`config.mk`:
```
export PLATFORM = sky130hd
export DESIGN_NAME = next_fit_slot_allocator
export DESIGN_NICKNAME = d
export VERILOG_FILES = /design/src/hw/rtl/nfsa_pkg.sv /design/src/hw/rtl/next_fit_slot_allocator.sv /design/src/hw/rtl/nfsa_map.sv /design/src/hw/rtl/nfsa_ffz.sv
export SDC_FILE = /design/constraint.sdc
export NUM_CORES = 1
export LEC_CHECK = 0
export ABC_AREA = 1
export BUFFER_PORTS_ARGS = -buffer_cell sky130_fd_sc_hd__clkbuf_2
export CORE_MARGIN = 2
export CORE_UTILIZATION = 45
export DETAILED_ROUTE_END_ITERATION = 6
export PLACE_DENSITY = 0.62
export RECOVER_POWER = 25
export SLEW_MARGIN = 10
export SYNTH_ARGS = -nofsm -noshare
export SYNTH_HDL_FRONTEND = slang
export SYNTH_SLANG_ARGS = --single-unit
```
`constraint.sdc`:
```
create_clock -name clk -period 9.8 [get_ports clk]
set_input_delay 0.49 -clock clk [delete_from_list [all_inputs] [get_ports clk]]
set_output_delay 0.49 -clock clk [all_outputs]
set_load 0.01 [all_outputs]
```
`src/hw/rtl/nfsa_pkg.sv`:
```
// Shared types and constants of the next-fit slot allocator.
`default_nettype none
package nfsa_pkg;

  localparam int WORD_W = 32;  // bits of busy map per memory word
  localparam int BIT_W  = 5;   // bit select inside one word

  typedef logic [WORD_W-1:0] map_word_t;
  typedef logic [BIT_W-1:0]  bit_sel_t;

  localparam logic ACT_ALLOC   = 1'b0;
  localparam logic ACT_RELEASE = 1'b1;

  typedef enum logic [1:0] {
    ERR_OK        = 2'd0,
    ERR_POOL_FULL = 2'd1,
    ERR_NOT_BUSY  = 2'd2
  } err_code_t;

  // Which parts of a word the find-first-free unit must ignore this visit.
  typedef struct packed {
    logic     first_visit;  // ignore bits below start_bit
    logic     last_visit;   // ignore bits at or above start_bit
    logic     tail_word;    // ignore bits past the end of the pool
    bit_sel_t start_bit;
  } scan_ctl_t;

endpackage
`default_nettype wire

```
`src/hw/rtl/next_fit_slot_allocator.sv`:
```
// Top level of the next-fit slot allocator: handshake, sequencer and state.
`default_nettype none
// Next-fit allocator over a pool of SLOTS slots. Each input word either
// allocates (in_tuser = 0) or releases the slot in in_tdata (in_tuser = 1),
// and gives exactly one result word. The busy map lives in a memory of
// 32-bit rows that is read one row per cycle and checked by a single
// find-first-free unit. An allocate visits k rows from the search pointer
// (1 up to ceil(SLOTS/32) + 1, the start row being visited twice on a full
// wrap), so 1 to 9 rows at 256 slots. A release reads the row of its slot,
// except one with an out-of-range slot, which skips the map read. The
// block takes one request at a time; a finished result may wait in the
// output register while the next request is accepted.
module next_fit_slot_allocator #(
  parameter int SLOTS = 256
) (
  input  wire logic        clk,
  input  wire logic        rst_n,
  input  wire logic        in_tvalid,
  output logic             in_tready,
  input  wire logic [7:0]  in_tdata,   // [7:0] slot
  input  wire logic [0:0]  in_tuser,   // [0] action
  output logic             out_tvalid,
  input  wire logic        out_tready,
  output logic [23:0]      out_tdata,  // [7:0] slot_index, [16:8] live_count
  output logic [2:0]       out_tuser   // [0] granted, [2:1] error_code
);
  import nfsa_pkg::*;

  localparam int WORDS     = (SLOTS + WORD_W - 1) / WORD_W;
  localparam int WW        = (WORDS > 1) ? $clog2(WORDS) : 1;
  localparam int IXW       = WW + BIT_W;
  localparam int SXW       = (IXW > 8) ? IXW : 8;
  localparam int VW        = $clog2(WORDS + 1);
  localparam int CNT_W     = $clog2(SLOTS + 1);
  localparam int CXW       = (CNT_W > 9) ? CNT_W : 9;
  localparam int TAIL_BITS = SLOTS - (WORDS - 1) * WORD_W;

  typedef enum logic [1:0] {
    ST_IDLE,
    ST_SCAN,
    ST_REL,
    ST_DONE
  } state_t;

  state_t          state_r;
  logic [IXW-1:0]  search_r, search_nxt;
  logic [CNT_W-1:0] count_r, count_nxt;
  logic [WW-1:0]   word_r, word_nxt;
  logic [VW-1:0]   visit_r, visit_nxt;
  bit_sel_t        rel_bit_r, rel_bit_nxt;
  logic [7:0]      rel_slot_r, rel_slot_nxt;

  logic            res_grant_r, res_grant_nxt;
  logic [7:0]      res_slot_r, res_slot_nxt;
  err_code_t       res_err_r, res_err_nxt;
  state_t          state_nxt;

  logic            out_vld_r, out_vld_nxt;
  logic            out_grant_r, out_grant_nxt;
  logic [7:0]      out_slot_r, out_slot_nxt;
  err_code_t       out_err_r, out_err_nxt;
  logic [8:0]      out_live_r, out_live_nxt;

  logic            rd_en, wr_en;
  logic [WW-1:0]   rd_addr, wr_addr;
  map_word_t       rd_data, wr_data;

  scan_ctl_t       ctl;
  logic            ffz_found;
  bit_sel_t        ffz_bit;

  logic            in_acc;
  logic [WW-1:0]   start_word, word_inc;
  logic [SXW-1:0]  slot_wide, alloc_wide;
  logic [IXW-1:0]  alloc_idx;
  logic            slot_in_pool;
  logic [CXW-1:0]  count_wide;

  nfsa_map #(.WORDS(WORDS), .WW(WW)) u_map (
    .clk     (clk),
    .rst_n   (rst_n),
    .rd_en   (rd_en),
    .rd_addr (rd_addr),
    .rd_data (rd_data),
    .wr_en   (wr_en),
    .wr_addr (wr_addr),
    .wr_data (wr_data)
  );

  nfsa_ffz #(.TAIL_BITS(TAIL_BITS)) u_ffz (
    .word      (rd_data),
    .ctl       (ctl),
    .found     (ffz_found),
    .first_bit (ffz_bit)
  );

  assign in_tready  = (state_r == ST_IDLE);
  assign in_acc     = in_tvalid && in_tready;
  assign start_word = search_r[IXW-1:BIT_W];
  assign word_inc   = (word_r == WW'(WORDS - 1)) ? '0 : word_r + 1'b1;
  assign slot_wide  = SXW'(in_tdata);
  assign slot_in_pool = (32'(in_tdata) < 32'(SLOTS));
  assign alloc_idx  = {word_r, ffz_bit};
  assign alloc_wide = SXW'(alloc_idx);

  assign ctl.first_visit = (visit_r == '0);
  assign ctl.last_visit  = (visit_r == VW'(WORDS));
  assign ctl.tail_word   = (word_r == WW'(WORDS - 1));
  assign ctl.start_bit   = search_r[BIT_W-1:0];

  always_comb begin
    state_nxt     = state_r;
    search_nxt    = search_r;
    count_nxt     = count_r;
    word_nxt      = word_r;
    visit_nxt     = visit_r;
    rel_bit_nxt   = rel_bit_r;
    rel_slot_nxt  = rel_slot_r;
    res_grant_nxt = res_grant_r;
    res_slot_nxt  = res_slot_r;
    res_err_nxt   = res_err_r;
    out_vld_nxt   = out_vld_r && !out_tready;
    out_grant_nxt = out_grant_r;
    out_slot_nxt  = out_slot_r;
    out_err_nxt   = out_err_r;
    out_live_nxt  = out_live_r;
    rd_en         = 1'b0;
    rd_addr       = word_inc;
    wr_en         = 1'b0;
    wr_addr       = word_r;
    wr_data       = rd_data;
    count_wide    = CXW'(count_r);

    unique case (state_r)
      ST_IDLE: begin
        if (in_acc) begin
          rel_slot_nxt = in_tdata;
          rel_bit_nxt  = slot_wide[BIT_W-1:0];
          visit_nxt    = '0;
          if (in_tuser[0] == ACT_ALLOC) begin
            rd_en     = 1'b1;
            rd_addr   = start_word;
            word_nxt  = start_word;
            state_nxt = ST_SCAN;
          end else if (slot_in_pool) begin
            rd_en     = 1'b1;
            rd_addr   = WW'(slot_wide >> BIT_W);
            word_nxt  = WW'(slot_wide >> BIT_W);
            state_nxt = ST_REL;
          end else begin
            res_grant_nxt = 1'b0;
            res_slot_nxt  = in_tdata;
            res_err_nxt   = ERR_NOT_BUSY;
            state_nxt     = ST_DONE;
          end
        end
      end
      ST_SCAN: begin
        if (ffz_found) begin
          wr_en         = 1'b1;
          wr_data       = rd_data | (map_word_t'(1) << ffz_bit);
          count_nxt     = count_r + 1'b1;
          search_nxt    = (alloc_idx == IXW'(SLOTS - 1)) ? '0 : alloc_idx + 1'b1;
          res_grant_nxt = 1'b1;
          res_slot_nxt  = alloc_wide[7:0];
          res_err_nxt   = ERR_OK;
          state_nxt     = ST_DONE;
        end else if (ctl.last_visit) begin
          res_grant_nxt = 1'b0;
          res_slot_nxt  = '0;
          res_err_nxt   = ERR_POOL_FULL;
          state_nxt     = ST_DONE;
        end else begin
          // fetch the following row while this one is checked
          rd_en     = 1'b1;
          word_nxt  = word_inc;
          visit_nxt = visit_r + 1'b1;
        end
      end
      ST_REL: begin
        res_slot_nxt = rel_slot_r;
        if (rd_data[rel_bit_r]) begin
          wr_en         = 1'b1;
          wr_data       = rd_data & ~(map_word_t'(1) << rel_bit_r);
          count_nxt     = (count_r != '0) ? count_r - 1'b1 : count_r;
          res_grant_nxt = 1'b1;
          res_err_nxt   = ERR_OK;
        end else begin
          res_grant_nxt = 1'b0;
          res_err_nxt   = ERR_NOT_BUSY;
        end
        state_nxt = ST_DONE;
      end
      ST_DONE: begin
        if (!out_vld_r || out_tready) begin
          out_vld_nxt   = 1'b1;
          out_grant_nxt = res_grant_r;
          out_slot_nxt  = res_slot_r;
          out_err_nxt   = res_err_r;
          out_live_nxt  = count_wide[8:0];
          state_nxt     = ST_IDLE;
        end
      end
      default: begin
        state_nxt = ST_IDLE;
      end
    endcase
  end

  always_ff @(posedge clk) begin
    if (!rst_n) begin
      state_r   <= ST_IDLE;
      search_r  <= '0;
      count_r   <= '0;
      out_vld_r <= 1'b0;
    end else begin
      state_r   <= state_nxt;
      search_r  <= search_nxt;
      count_r   <= count_nxt;
      out_vld_r <= out_vld_nxt;
    end
  end

  always_ff @(posedge clk) begin
    word_r      <= word_nxt;
    visit_r     <= visit_nxt;
    rel_bit_r   <= rel_bit_nxt;
    rel_slot_r  <= rel_slot_nxt;
    res_grant_r <= res_grant_nxt;
    res_slot_r  <= res_slot_nxt;
    res_err_r   <= res_err_nxt;
    out_grant_r <= out_grant_nxt;
    out_slot_r  <= out_slot_nxt;
    out_err_r   <= out_err_nxt;
    out_live_r  <= out_live_nxt;
  end

  assign out_tvalid = out_vld_r;
  assign out_tdata  = {7'd0, out_live_r, out_slot_r};
  assign out_tuser  = {out_err_r, out_grant_r};

endmodule
`default_nettype wire

```
`src/hw/rtl/nfsa_map.sv`:
```
// Busy map storage: one 32-bit word per row, rows read as zero until written.
`default_nettype none
module nfsa_map #(
  parameter int WORDS = 8,
  parameter int WW    = 3
) (
  input  wire logic                clk,
  input  wire logic                rst_n,
  input  wire logic                rd_en,
  input  wire logic [WW-1:0]       rd_addr,
  output nfsa_pkg::map_word_t      rd_data,
  input  wire logic                wr_en,
  input  wire logic [WW-1:0]       wr_addr,
  input  wire nfsa_pkg::map_word_t wr_data
);
  import nfsa_pkg::*;

  map_word_t        mem_r [WORDS];
  logic [WORDS-1:0] row_vld_r;
  map_word_t        rd_word_r;
  logic             rd_vld_r;

  always_ff @(posedge clk) begin
    if (wr_en) begin
      mem_r[wr_addr] <= wr_data;
    end
    if (rd_en) begin
      rd_word_r <= mem_r[rd_addr];
    end
  end

  always_ff @(posedge clk) begin
    if (!rst_n) begin
      row_vld_r <= '0;
      rd_vld_r  <= 1'b0;
    end else begin
      if (wr_en) begin
        row_vld_r[wr_addr] <= 1'b1;
      end
      if (rd_en) begin
        rd_vld_r <= row_vld_r[rd_addr];
      end
    end
  end

  // a row never written holds all-free slots
  assign rd_data = rd_vld_r ? rd_word_r : '0;

endmodule
`default_nettype wire

```
`src/hw/rtl/nfsa_ffz.sv`:
```
// Find-first-free unit: masks one busy-map word and finds its lowest zero bit.
`default_nettype none
module nfsa_ffz #(
  parameter int TAIL_BITS = 32
) (
  input  wire nfsa_pkg::map_word_t word,
  input  wire nfsa_pkg::scan_ctl_t ctl,
  output logic                     found,
  output nfsa_pkg::bit_sel_t       first_bit
);
  import nfsa_pkg::*;

  map_word_t blocked;

  always_comb begin
    for (int i = 0; i < WORD_W; i++) begin
      blocked[i] = word[i]
                 | (ctl.first_visit && (BIT_W'(i) < ctl.start_bit))
                 | (ctl.last_visit && (BIT_W'(i) >= ctl.start_bit))
                 | (ctl.tail_word && (i >= TAIL_BITS));
    end
  end

  always_comb begin
    found     = 1'b0;
    first_bit = '0;
    for (int i = WORD_W - 1; i >= 0; i--) begin
      if (!blocked[i]) begin
        found     = 1'b1;
        first_bit = BIT_W'(i);
      end
    end
  end

endmodule
`default_nettype wire
```
==> impl_metrics.toml <==
[status]
outcome = "finished, violations left"
violations = "max-capacitance violations, max-slew violations"

[floorplan]
fp.dieW_um = 199
pin_count = 42
start_util_pct = 45.6
rows = 71
die-area_um2 = 39500
die_y_um = 199
core_um2 = 37500

[cells_and_area]
regArea_um2 = 10600
final_common_cell = "edfxtp_1"
insertedDiodeCount = 0
syn2layout_area_growth_pct = 11.0
num-nets-final = 1686
nFillCells = 3373
drive_gt1_share_pct = 9.25
final_cell_mix = "edfxtp_1 (334), nand2_1 (333), inv_1 (214)"
multi_input_area_um2 = 5300

[route]
drc_errors = 0
drt-wirelength-per-cell_um = 20.3
postRouteAntennaNets = 0
first_pass_iters = 5
post_drt_via_cell_ratio = 5.53
vias = 12200
drtIter0Drc = 1172
wirelength_um = 44600

[clock_tree]
cts-buffers-inserted = 40
postCtsSetupRepairBufs = 0
cts_sinks = 363
cts.clk_slew.worst_paths_ps = 60
clock_latency_ps = 560
cts_tree = "done"
cts.htree.levels = 2
cts.repair.resized = 0
clock_path_buffers = 3
cts_hold_buf = 0
root_buffer = "clkbuf_16"

[synthesis]
synth_edf_count = 334
yosysSeqAreaShare_pct = 62.1
ys_ff_latch = 363
synth_cell_types = 52
syn_avg_cell_area_um2 = 10.4
synthesis.instances = 1639
ys.flop_type = "edfxtp_1"
synthesis.area_um2 = 17100
synth-async-reset-ratio_pct = 0
ys_warn_count = 0

[worst_setup_path]
worst_setup_path_end_kind = "flop"
cp.arrival_ps = 6960
worst-endpoint-required_ps = 10240
crit_fanout = 34
critPathKind = "reg2reg"
reg2reg_setup_slack_ps = 3280
worstSetupStartpointType = "flop"

[grt]
first_global_vias = 11500
grt_overflow = 0
grt_antenna_before_repair = 0
grt_pass1_wl_um = 68300
grt_max_degree = 165
grt_use_total_pct = 23.0

[timing]
skew_ps = 23.8
fmax_ghz = 0.153
grt_setup_unrepaired = "false"
finalSetupTns_ps = 0
period_share_pct = 66.5
slew_headroom_pct = -116
setup_viol = 0
hold_viol_final = 0
tightest_slew_ps = 3240
worst_hold_slack_ps = 107
period_needed_ps = 6520
slew_violations = 137

[power]
p_leak_nw = 7.05
irDropWorstVdd_uv = 216
power.density_nw_per_um2 = 303

[place]
port-buffer-count = 34
place_congestion = 0.978
dp_hpwl_um = 27300

[job]
drv_cap = 4

[worst_hold_path]
hold_class = "in2reg"
[logic make-up (layout without fill, tap and decap cells)]
logic type,after synthesis,after routing,synth area share [%]
simple gates,499,499,12.2
compound gates,405,405,14.5
flops,363,363,62.1
buf+inv,313,354,7.26
mux,32,32,2.11
fa+ha+maj,18,18,1.36
xor+xnor,8,8,0.410
other cells,1,7,0.0220
[cell usage after synthesis, types with 2 or more instances]
| master | number | area [um2] |
|---|---|---|
| nand2_1 | 331 | 1240 |
| o21ai_0 | 88 | 440 |
| a21oi_1 | 104 | 521 |
| xor2_1 | 5 | 43.8 |
| o21ai_1 | 16 | 80.1 |
| clkbuf_1 | 61 | 229 |
| buf_1 | 4 | 15.0 |
| nor3_1 | 15 | 75.1 |
| a22oi_1 | 2 | 15.0 |
| xnor2_1 | 3 | 26.3 |
| o2111ai_1 | 3 | 26.3 |
| o21bai_1 | 8 | 60.1 |
| o211ai_1 | 108 | 811 |
| nand4_1 | 3 | 18.8 |
| nor3_2 | 2 | 20.0 |
| nor2_4 | 7 | 78.8 |
| dfxtp_1 | 29 | 581 |
| a21oi_2 | 2 | 17.5 |
| nand3_1 | 34 | 170 |
| nand2_2 | 4 | 25.0 |
| clkinv_1 | 2 | 7.51 |
| edfxtp_1 | 334 | 10000 |
| nor2_1 | 85 | 319 |
| o21a_1 | 11 | 82.6 |
| nand3b_1 | 3 | 22.5 |
| buf_4 | 11 | 82.6 |
| mux2_2 | 32 | 360 |
| o31ai_1 | 3 | 22.5 |
| a31oi_1 | 40 | 250 |
| inv_1 | 211 | 792 |
| o22ai_1 | 11 | 68.8 |
| buf_2 | 7 | 35.0 |
| ha_1 | 17 | 213 |
| nand3_2 | 3 | 30.0 |
| nor2_2 | 7 | 43.8 |
| buf_6 | 2 | 22.5 |
| nor4_1 | 2 | 12.5 |
| inv_2 | 15 | 56.3 |
[area by class of cell]
cell class | count | share of cell area [%]
Clock inverter | 22 | 1.08
Multi-Input combinational cell | 969 | 27.9
Sequential cell | 363 | 55.9
Clock buffer | 51 | 5.66
Inverter | 228 | 4.51
Tap cell | 511 | 3.37
Timing Repair Buffer | 53 | 1.50
[worst max-delay path, cell delays in order (launching register included)]
cell and delay [ps]:
edfxtp_1 440, inv_1 90, ha_1 140, nand2_1 90, nor2_1 610, inv_1 470
nor2_1 260, inv_1 110, a21oi_1 120, nor3_1 70, inv_1 80, nand2_1 50
nor4_1 420, inv_1 90, nor2_1 140, inv_1 100, nor2_1 320, nand3_1 260
nand2_1 120, clkbuf_1 1890, o21ai_0 270, a31oi_1 260
[path summary, 6_finish.rpt]
check / endpoint / cells after the start / start
worst max-delay path: u_map.rd_vld_r$_SDFFE_PN0P_ / 21 / visit_r[0]$_SDFFCE_PN0P_
worst min-delay path: rel_bit_r[3]$_DFFE_PP_ / 1 / in_tdata[3]
worst max register to register: u_map.rd_vld_r$_SDFFE_PN0P_ / 21 / visit_r[0]$_SDFFCE_PN0P_
worst min register to register: out_grant_r$_DFFE_PP_ / 0 / res_grant_r$_DFFE_PP_
[power by group]
part	internal, W	leakage (nW)	switching, W
logic	0.000617	3.12	0.00149
clock network	0.000837	0.621	0.000618
registers	0.00208	3.31	0.000108
[metal layers]
metal / vias up / wire length, um / GRT usage [%]
met5: - / 0 / 0
met4: 0 / 1510 / 9.62
met3: 99 / 2900 / 3.54
met2: 461 / 20800 / 37.2
met1: 5858 / 19300 / 31.0
li1: 5733 / - / -
[registers in the layout, indices dropped and copies added, names as in the netlist]
signal           count
out_live_r           9
out_err_r            2
u_map.rd_vld_r       1
u_map.rd_word_r     32
search_r             8
out_grant_r          1
rel_bit_r            4
visit_r              4
res_grant_r          1
out_slot_r           8
count_r              9
out_tvalid           1
res_err_r            2
res_slot_r           8
state_r              2
u_map.row_vld_r      8
word_r               3
u_map.mem_r        256
rel_slot_r           4
[through the flow]
stage | power (W) | util (%) | worst slack (ps) | area [um2] | std cells
after global routing | 0.00608 | 50.6 | 2480 | 19000 | 2197
after CTS | 0.00577 | 50.9 | 4920 | 19100 | 2197
final | 0.00575 | 50.6 | 3280 | 19000 | 2197
after global placement | 0.00429 | 47.5 | 5010 | 17800 | 2124
after detailed placement | 0.00431 | 47.5 | 4950 | 17800 | 2124
after floorplan | 0.00366 | - | 5700 | 17100 | 1645
Power figures use the tool's default switching activity.
